$ cat src/rtl/sdtq_pkg.sv
// shared types, codes and defaults for the sorted deadline timer queue
// no dependencies; used by sdtq_cell and sorted_deadline_timer_queue_core
package sdtq_pkg;

   // defaults for the top level parameters
   localparam int NUM_TIMERS_DEF = 16;
   localparam int COUNT_BITS_DEF = 32;

   // fixed field widths of the request and response beats
   localparam int TIMER_ID_W = 4;
   localparam int DURATION_W = 32;
   localparam int QUERY_W    = 32;
   localparam int KIND_W     = 3;
   localparam int ID_SLOTS   = 2 ** TIMER_ID_W;

   // request operation codes
   typedef enum logic [1:0] {
      OP_TICK    = 2'd0,
      OP_CREATE  = 2'd1,
      OP_COMPARE = 2'd2
   } sdtq_op_type;

   // response kind codes
   typedef enum logic [KIND_W-1:0] {
      KIND_ARMED     = 3'd0,
      KIND_REJECTED  = 3'd1,
      KIND_EXPIRED   = 3'd2,
      KIND_TICK_NONE = 3'd3,
      KIND_COMPARE   = 3'd4
   } sdtq_kind_type;

   // controller states
   typedef enum logic [2:0] {
      ST_IDLE,
      ST_REBASE,
      ST_INSERT,
      ST_REPLY,
      ST_EXPIRE
   } sdtq_state_type;

   // command broadcast to every cell of the chain
   typedef enum logic [1:0] {
      CMD_HOLD,
      CMD_INSERT,
      CMD_POP,
      CMD_REBASE
   } sdtq_cmd_type;

   // what a cell holds besides its deadline
   typedef struct packed {
      logic                  valid;
      logic [TIMER_ID_W-1:0] id;
      logic                  handler;
   } sdtq_tag_type;

   // control group from the controller to the cells
   typedef struct packed {
      sdtq_cmd_type cmd;
      sdtq_tag_type new_tag;
   } sdtq_ctl_type;

endpackage

$ cat src/rtl/sdtq_cell.sv
// one cell of the deadline-sorted chain: holds one armed timer
// depends on sdtq_pkg for the tag and control types
module sdtq_cell #(
   parameter int COUNT_BITS = sdtq_pkg::COUNT_BITS_DEF
) (
   input  logic                  clock,
   input  logic                  reset,
   input  sdtq_pkg::sdtq_ctl_type ctl,
   input  logic [COUNT_BITS-1:0] new_dl,
   input  logic [COUNT_BITS-1:0] count,
   input  logic                  left_ge,
   input  sdtq_pkg::sdtq_tag_type left_tag,
   input  logic [COUNT_BITS-1:0] left_dl,
   input  sdtq_pkg::sdtq_tag_type right_tag,
   input  logic [COUNT_BITS-1:0] right_dl,
   output logic                  ge,
   output sdtq_pkg::sdtq_tag_type tag,
   output logic [COUNT_BITS-1:0] dl
);
   import sdtq_pkg::*;

   sdtq_tag_type          tag_ff, tag_in;
   logic [COUNT_BITS-1:0] dl_ff, dl_in;

   // empty cells sit at the tail and count as later than anything
   assign ge  = !tag_ff.valid || (dl_ff >= new_dl);
   assign tag = tag_ff;
   assign dl  = dl_ff;

   // next contents of this cell
   always_comb begin
      tag_in = tag_ff;
      dl_in  = dl_ff;
      case (ctl.cmd)
         CMD_HOLD: begin
         end
         CMD_INSERT: begin
            if (ge) begin
               if (left_ge) begin
                  tag_in = left_tag;
                  dl_in  = left_dl;
               end else begin
                  tag_in = ctl.new_tag;
                  dl_in  = new_dl;
               end
            end
         end
         CMD_POP: begin
            tag_in = right_tag;
            dl_in  = right_dl;
         end
         CMD_REBASE: begin
            if (tag_ff.valid) begin
               dl_in = dl_ff - count;
            end
         end
         default: begin
         end
      endcase
   end

   // valid flag is control state, deadline is payload
   always_ff @(posedge clock) begin
      if (reset) begin
         tag_ff <= '0;
      end else begin
         tag_ff <= tag_in;
      end
      dl_ff <= dl_in;
   end

endmodule

$ cat src/rtl/sorted_deadline_timer_queue_core.sv
// Tick timer queue: requests are taken one at a time (at most one open). A compare or a
// rejected create passes from the request beat through the REPLY state into the response
// register; a create that arms a slot passes INSERT first, and REBASE before that when the
// counter is rebased. A tick enters EXPIRE, where the head cell of the chain retires one
// timer a cycle unless the response stalls. Synchronous reset empties the chain, clears the
// tick count and all busy flags at once; no clearing pass is needed.
// Depends on sdtq_pkg and sdtq_cell.
module sorted_deadline_timer_queue_core #(
   parameter int NUM_TIMERS = sdtq_pkg::NUM_TIMERS_DEF,
   parameter int COUNT_BITS = sdtq_pkg::COUNT_BITS_DEF
) (
   input  logic                            clock,
   input  logic                            reset,
   input  logic                            req_valid,
   output logic                            req_stall,
   input  logic [1:0]                      req_operation,
   input  logic [sdtq_pkg::TIMER_ID_W-1:0] req_timer_id,
   input  logic [sdtq_pkg::DURATION_W-1:0] req_duration,
   input  logic                            req_has_handler,
   input  logic [sdtq_pkg::QUERY_W-1:0]    req_query_time,
   output logic                            rsp_valid,
   input  logic                            rsp_stall,
   output logic [sdtq_pkg::KIND_W-1:0]     rsp_kind,
   output logic [sdtq_pkg::TIMER_ID_W-1:0] rsp_expired_id,
   output logic                            rsp_handler_flag,
   output logic                            rsp_reached,
   output logic                            rsp_last
);
   import sdtq_pkg::*;

   localparam int CMP_W   = (COUNT_BITS > QUERY_W) ? COUNT_BITS : QUERY_W;
   localparam int RANGE_W = (TIMER_ID_W > 16) ? TIMER_ID_W + 1 : 17;

   // controller state
   sdtq_state_type        state_ff, state_in;
   logic [COUNT_BITS-1:0] count_ff, count_in;
   logic [ID_SLOTS-1:0]   busy_ff, busy_in;
   logic [COUNT_BITS-1:0] new_dl_ff, new_dl_in;
   logic [TIMER_ID_W-1:0] id_ff, id_in;
   logic                  handler_ff, handler_in;
   sdtq_kind_type         pend_kind_ff, pend_kind_in;
   logic                  pend_reached_ff, pend_reached_in;

   // response register
   logic                  rsp_valid_ff, rsp_valid_in;
   sdtq_kind_type         rsp_kind_ff, rsp_kind_in;
   logic [TIMER_ID_W-1:0] rsp_expired_id_ff, rsp_expired_id_in;
   logic                  rsp_handler_flag_ff, rsp_handler_flag_in;
   logic                  rsp_reached_ff, rsp_reached_in;
   logic                  rsp_last_ff, rsp_last_in;

   // cell chain wiring
   sdtq_ctl_type          ctl;
   sdtq_tag_type          tag_w [NUM_TIMERS];
   logic [COUNT_BITS-1:0] dl_w  [NUM_TIMERS];
   logic                  ge_w  [NUM_TIMERS];

   // request decode helpers
   logic [COUNT_BITS-1:0] dur_trim;
   logic [COUNT_BITS-1:0] sum;
   logic                  wrap;
   logic                  in_range;
   logic                  out_free;
   logic                  head_exp;
   logic                  next_exp;

   assign dur_trim = COUNT_BITS'(req_duration);
   assign sum      = count_ff + dur_trim;
   assign wrap     = sum < dur_trim;
   assign in_range = RANGE_W'(req_timer_id) < RANGE_W'(NUM_TIMERS);
   assign out_free = !rsp_valid_ff || !rsp_stall;
   assign head_exp = tag_w[0].valid && (dl_w[0] <= count_ff);
   assign next_exp = tag_w[1].valid && (dl_w[1] <= count_ff);

   assign req_stall        = (state_ff != ST_IDLE);
   assign rsp_valid        = rsp_valid_ff;
   assign rsp_kind         = rsp_kind_ff;
   assign rsp_expired_id   = rsp_expired_id_ff;
   assign rsp_handler_flag = rsp_handler_flag_ff;
   assign rsp_reached      = rsp_reached_ff;
   assign rsp_last         = rsp_last_ff;

   // chain of cells, head at index 0
   for (genvar i = 0; i < NUM_TIMERS; i++) begin : g_cell
      sdtq_tag_type          l_tag;
      logic [COUNT_BITS-1:0] l_dl;
      logic                  l_ge;
      sdtq_tag_type          r_tag;
      logic [COUNT_BITS-1:0] r_dl;

      if (i == 0) begin : g_head
         assign l_tag = '0;
         assign l_dl  = '0;
         assign l_ge  = 1'b0;
      end else begin : g_mid
         assign l_tag = tag_w[i-1];
         assign l_dl  = dl_w[i-1];
         assign l_ge  = ge_w[i-1];
      end

      if (i == NUM_TIMERS - 1) begin : g_tail
         assign r_tag = '0;
         assign r_dl  = '0;
      end else begin : g_body
         assign r_tag = tag_w[i+1];
         assign r_dl  = dl_w[i+1];
      end

      sdtq_cell #(
         .COUNT_BITS (COUNT_BITS)
      ) u_cell (
         .clock     (clock),
         .reset     (reset),
         .ctl       (ctl),
         .new_dl    (new_dl_ff),
         .count     (count_ff),
         .left_ge   (l_ge),
         .left_tag  (l_tag),
         .left_dl   (l_dl),
         .right_tag (r_tag),
         .right_dl  (r_dl),
         .ge        (ge_w[i]),
         .tag       (tag_w[i]),
         .dl        (dl_w[i])
      );
   end

   // next state, chain command and response load
   always_comb begin
      state_in            = state_ff;
      count_in            = count_ff;
      busy_in             = busy_ff;
      new_dl_in           = new_dl_ff;
      id_in               = id_ff;
      handler_in          = handler_ff;
      pend_kind_in        = pend_kind_ff;
      pend_reached_in     = pend_reached_ff;
      rsp_valid_in        = rsp_valid_ff;
      rsp_kind_in         = rsp_kind_ff;
      rsp_expired_id_in   = rsp_expired_id_ff;
      rsp_handler_flag_in = rsp_handler_flag_ff;
      rsp_reached_in      = rsp_reached_ff;
      rsp_last_in         = rsp_last_ff;
      ctl.cmd             = CMD_HOLD;
      ctl.new_tag.valid   = 1'b1;
      ctl.new_tag.id      = id_ff;
      ctl.new_tag.handler = handler_ff;

      // response beat taken
      if (rsp_valid_ff && !rsp_stall) begin
         rsp_valid_in = 1'b0;
      end

      case (state_ff)
         ST_IDLE: begin
            if (req_valid) begin
               id_in      = req_timer_id;
               handler_in = req_has_handler;
               case (req_operation)
                  OP_TICK: begin
                     count_in = count_ff + 1'b1;
                     state_in = ST_EXPIRE;
                  end
                  OP_CREATE: begin
                     if (!in_range || busy_ff[req_timer_id]) begin
                        pend_kind_in    = KIND_REJECTED;
                        pend_reached_in = 1'b0;
                        state_in        = ST_REPLY;
                     end else if (wrap) begin
                        new_dl_in = dur_trim;
                        state_in  = ST_REBASE;
                     end else begin
                        new_dl_in = sum;
                        state_in  = ST_INSERT;
                     end
                  end
                  OP_COMPARE: begin
                     pend_kind_in    = KIND_COMPARE;
                     pend_reached_in = CMP_W'(count_ff) >= CMP_W'(req_query_time);
                     state_in        = ST_REPLY;
                  end
                  default: begin
                  end
               endcase
            end
         end
         ST_REBASE: begin
            // shift every deadline down by the count, then restart the count
            ctl.cmd  = CMD_REBASE;
            count_in = '0;
            state_in = ST_INSERT;
         end
         ST_INSERT: begin
            ctl.cmd         = CMD_INSERT;
            busy_in[id_ff]  = 1'b1;
            pend_kind_in    = KIND_ARMED;
            pend_reached_in = 1'b0;
            state_in        = ST_REPLY;
         end
         ST_REPLY: begin
            if (out_free) begin
               rsp_valid_in        = 1'b1;
               rsp_kind_in         = pend_kind_ff;
               rsp_expired_id_in   = '0;
               rsp_handler_flag_in = 1'b0;
               rsp_reached_in      = pend_reached_ff;
               rsp_last_in         = 1'b1;
               state_in            = ST_IDLE;
            end
         end
         ST_EXPIRE: begin
            // retire the head while it has expired, one beat per slot
            if (out_free) begin
               rsp_valid_in       = 1'b1;
               rsp_reached_in     = 1'b0;
               if (head_exp) begin
                  ctl.cmd                = CMD_POP;
                  busy_in[tag_w[0].id]   = 1'b0;
                  rsp_kind_in            = KIND_EXPIRED;
                  rsp_expired_id_in      = tag_w[0].id;
                  rsp_handler_flag_in    = tag_w[0].handler;
                  rsp_last_in            = !next_exp;
                  if (!next_exp) begin
                     state_in = ST_IDLE;
                  end
               end else begin
                  rsp_kind_in         = KIND_TICK_NONE;
                  rsp_expired_id_in   = '0;
                  rsp_handler_flag_in = 1'b0;
                  rsp_last_in         = 1'b1;
                  state_in            = ST_IDLE;
               end
            end
         end
         default: begin
            state_in = ST_IDLE;
         end
      endcase
   end

   // registers
   always_ff @(posedge clock) begin
      if (reset) begin
         state_ff     <= ST_IDLE;
         count_ff     <= '0;
         busy_ff      <= '0;
         rsp_valid_ff <= 1'b0;
      end else begin
         state_ff     <= state_in;
         count_ff     <= count_in;
         busy_ff      <= busy_in;
         rsp_valid_ff <= rsp_valid_in;
      end
      new_dl_ff           <= new_dl_in;
      id_ff               <= id_in;
      handler_ff          <= handler_in;
      pend_kind_ff        <= pend_kind_in;
      pend_reached_ff     <= pend_reached_in;
      rsp_kind_ff         <= rsp_kind_in;
      rsp_expired_id_ff   <= rsp_expired_id_in;
      rsp_handler_flag_ff <= rsp_handler_flag_in;
      rsp_reached_ff      <= rsp_reached_in;
      rsp_last_ff         <= rsp_last_in;
   end

endmodule

$ cat config.mk
export PLATFORM = sky130hd
export DESIGN_NAME = sorted_deadline_timer_queue_core
export DESIGN_NICKNAME = d
export VERILOG_FILES = /design/src/rtl/sdtq_pkg.sv /design/src/rtl/sdtq_cell.sv /design/src/rtl/sorted_deadline_timer_queue_core.sv
export SDC_FILE = /design/constraint.sdc
export NUM_CORES = 2
export LEC_CHECK = 0
export BUFFER_PORTS_ARGS = -buffer_cell sky130_fd_sc_hd__buf_2
export CAP_MARGIN = 20
export CORE_AREA = 3 3 273 477
export CTS_BUF_LIST = sky130_fd_sc_hd__clkbuf_16
export DETAILED_ROUTE_END_ITERATION = 7
export DIE_AREA = 0 0 276 480
export PLACE_DENSITY = 0.76
export SLEW_MARGIN = 0
export SYNTH_ARGS = -nofsm -noshare
export SYNTH_HDL_FRONTEND = slang
export SYNTH_SLANG_ARGS = --single-unit
$ cat constraint.sdc
create_clock -name clock -period 16.9 [get_ports clock]
set_input_delay 0.845 -clock clock [delete_from_list [all_inputs] [get_ports clock]]
set_output_delay 0.845 -clock clock [all_outputs]
set_load 0.01 [all_outputs]
==> metrics <==
status completed; Routed WL per cell 27.5 um; Port Buffers 86; Fin Clk Skew 0.0241 ns; EDFF count, synth 562; final worst path period need 7.59 ns; CTS-repair resized insts 0; Hold Vio Cnt, Final 0; htree depth 3; clk slew on worst S/H paths 0.06 ns; DRT antenna net count 0; PnR worst setup slack 9.31 ns; Reg2Reg Depth 20; Seq/Total Area, Yosys 0.261; critical path class reg2reg; GRT overflow 0; Nets 9762; Syn-to-layout area delta 6.53%; largest net degree at the start of global routing 219; Period Utilization, post-route 0.449; layout cell share with drive strength beyond 1 0.0584; Setup violations, final 0; Max Fclk 0.132 GHz; cts hold-fix bufs 0; Synth Flop Type edfxtp_1; die area 132000 sq um; most frequent cells in the layout 1110 x ha_1, 779 x a21oi_1, 645 x o21ai_0; Die Y 480 um; Hold Startpoint req_has_handler; Syn Inst Count 8641; Rel. slew slack 0.170; Worst R2R End g_cell[5].u_cell.dl[30]$_DFFE_PP_; post-synthesis cell type count 104; Leak 0.0319 uW; #FFs+latches synth 710; Placement Setup Slack 9.48 ns; Peak VDD IR 97.5 uV; final-report max-slew violation count 0; starting density of the core 0.599; setup bufs post-CTS 0; CTS Buffer Depth 3; DR pass1 iterations 8; R2R Path Start count_ff[0]$_SDFFE_PP0P_; finished layout cell area 80900 sq um; number of max-cap violations 0; setup slack, reg-to-reg 9.31 ns; global-route wire length before repair 425 mm; gpl congestion 1.01; Cell Area, Synth 76000 sq um; hold path depth 1; placed wire-length estimate 210 mm; CP Capture Type register; syn_area_per_cell 8.79 sq um; Worst-Margin Slew 1.24 ns; Syn Nets 9846; IO Count 87; CTS Buf Count 78; Total Routing Usage GR 0.410; Post-Route WL 283 mm; Via density 7.12; Yosys Warn Count 0; placed instance area 78400 sq um; Worst Hold End handler_ff$_DFFE_PP_; Sink Count 710; Worst EP required 17.38 ns; vias in the first global route 73900; core area 127000 sq um; crit-path max FO 204; clock root cell clkbuf_16; via count 73300; antenna violations before repair 11; startpoint types register; Std-Cell Rows 173; most common cell after layout, fill and taps aside ha_1; initial DRC count 7002; CTS tree yes; Fin Setup TNS 0 ns; residual DRC count 0; DIE WIDTH 276 um; Clk Latency, worst-skew pair 0.73 ns; RSZ-0062 raised after global routing no; ys async rst share 0; Cell Pwr Density 153 nW/um^2; worst path arrival time 8.06 ns; HP Class in2reg
==> worst max-delay path, stage by stage, from the launching register on <==
cell	delay (ns)
dfxtp_1	0.31
buf_4	0.36
ha_1	0.25
inv_1	0.06
fa_1	0.40
a21oi_1	0.21
o21bai_1	0.16
a221oi_2	0.48
nor3b_1	0.15
or2_4	0.33
a211o_1	0.28
a211oi_2	0.33
a21boi_0	0.23
inv_1	0.23
ha_4	0.66
inv_2	0.04
buf_4	0.42
nand2_4	0.84
buf_12	0.60
o311ai_0	0.25
or3_1	0.40
==> stage by stage <==
| step | total power [uW] | instances | util | hold slack [ns] |
|---|---|---|---|---|
| 2_1_floorplan | 8310 | 8641 | - | 0.432 |
| 3_3_place_gp | 10200 | 10100 | 0.618 | 0.438 |
| 3_5_place_dp | 10400 | 10100 | 0.618 | 0.446 |
| 4_1_cts | 12200 | 10300 | 0.638 | 0.293 |
| 5_1_grt | 13100 | 10300 | 0.638 | 0.289 |
| 6_report | 12400 | 10300 | 0.638 | 0.301 |
==> how the worst max path moves through the flow <==
stage                                         from                                 to  depth (start not counted)
after floorplan           count_ff[1]$_SDFFE_PP0P_   g_cell[0].u_cell.dl[0]$_DFFE_PP_                         16
after detailed placement  count_ff[0]$_SDFFE_PP0P_  g_cell[5].u_cell.dl[30]$_DFFE_PP_                         20
after global placement    count_ff[0]$_SDFFE_PP0P_  g_cell[5].u_cell.dl[30]$_DFFE_PP_                         20
final                     count_ff[0]$_SDFFE_PP0P_  g_cell[5].u_cell.dl[30]$_DFFE_PP_                         20
after CTS                 count_ff[0]$_SDFFE_PP0P_  g_cell[5].u_cell.dl[30]$_DFFE_PP_                         20
after global routing      count_ff[0]$_SDFFE_PP0P_  g_cell[5].u_cell.dl[30]$_DFFE_PP_                         20
==> registers in the layout, indices dropped and copies added, names as in the netlist, 2 cells and up <==
name               cells
busy_ff               16
count_ff              32
g_cell.u_cell.dl     512
g_cell.u_cell.tag     96
id_ff                  4
new_dl_ff             32
pend_kind_ff           2
rsp_expired_id         4
rsp_kind               3
state_ff               3
==> report_power, final <==
| part | internal (uW) | switching [uW] |
|---|---|---|
| Combinational | 2840 | 4340 |
| Clock | 933 | 839 |
| Sequential | 2730 | 737 |
==> synthesized netlist by cell type, types with 21 or more instances <==
cell type  count  area (sq um)
a211o_1       42           368
a211oi_1      85           638
a21boi_0      27           203
a21o_1       435          3270
a21oi_1      782          3910
a221o_1       26           260
a221oi_1      24           210
a22oi_1      260          1950
a31oi_1       56           350
and2_1        23           144
and3_1        57           357
and4_1        21           184
buf_2         35           175
clkbuf_1     329          1230
dfxtp_1      148          2960
edfxtp_1     562         16900
ha_1        1113         13900
inv_1        328          1230
mux2_2        42           473
mux2i_1      388          3880
nand2_1      580          2180
nand2b_1     145           907
nand3_1      147           736
nand4_1      144           901
nor2_1       564          2120
nor2b_1      102           638
nor3_1        86           430
nor4_1        23           144
o2111ai_1     26           228
o211ai_1     102           766
o21a_1        85           638
o21ai_0      648          3240
o21ai_1       21           105
o21bai_1      64           480
o221ai_1     160          1400
o22ai_1       34           213
o31ai_1       49           368
o41ai_1       27           236
or3_1         46           288
xnor2_1      277          2430
xor2_1       187          1640
==> metal layers <==
layer	vias up	GRT usage	part of all wire	wire length, um
met5	-	0	0.000046	13
met4	2	0.368	0.10	29500
met3	1353	0.0579	0.075	21100
met2	4059	0.713	0.49	138000
met1	34900	0.430	0.33	94200
li1	33000	-	-	-
==> area by class of cell <==
type	count	area (sq um)
Clock inverter	57	373
Clock buffer	84	2100
Timing Repair Buffer	235	1630
Antenna cell	10	25.0
Multi-Input combinational cell	7200	53600
Tap cell	1662	2080
Sequential cell	710	19800
Fill cell	10900	45900
Inverter	332	1250
==> logic make-up after synthesis <==
logic type	synth area share
compound gates	0.273
xor+xnor	0.0535
fa+ha+maj	0.188
buf+inv	0.0376
flops	0.261
mux	0.0588
simple gates	0.128
Note: power is estimated with default switching activity, not from simulation.
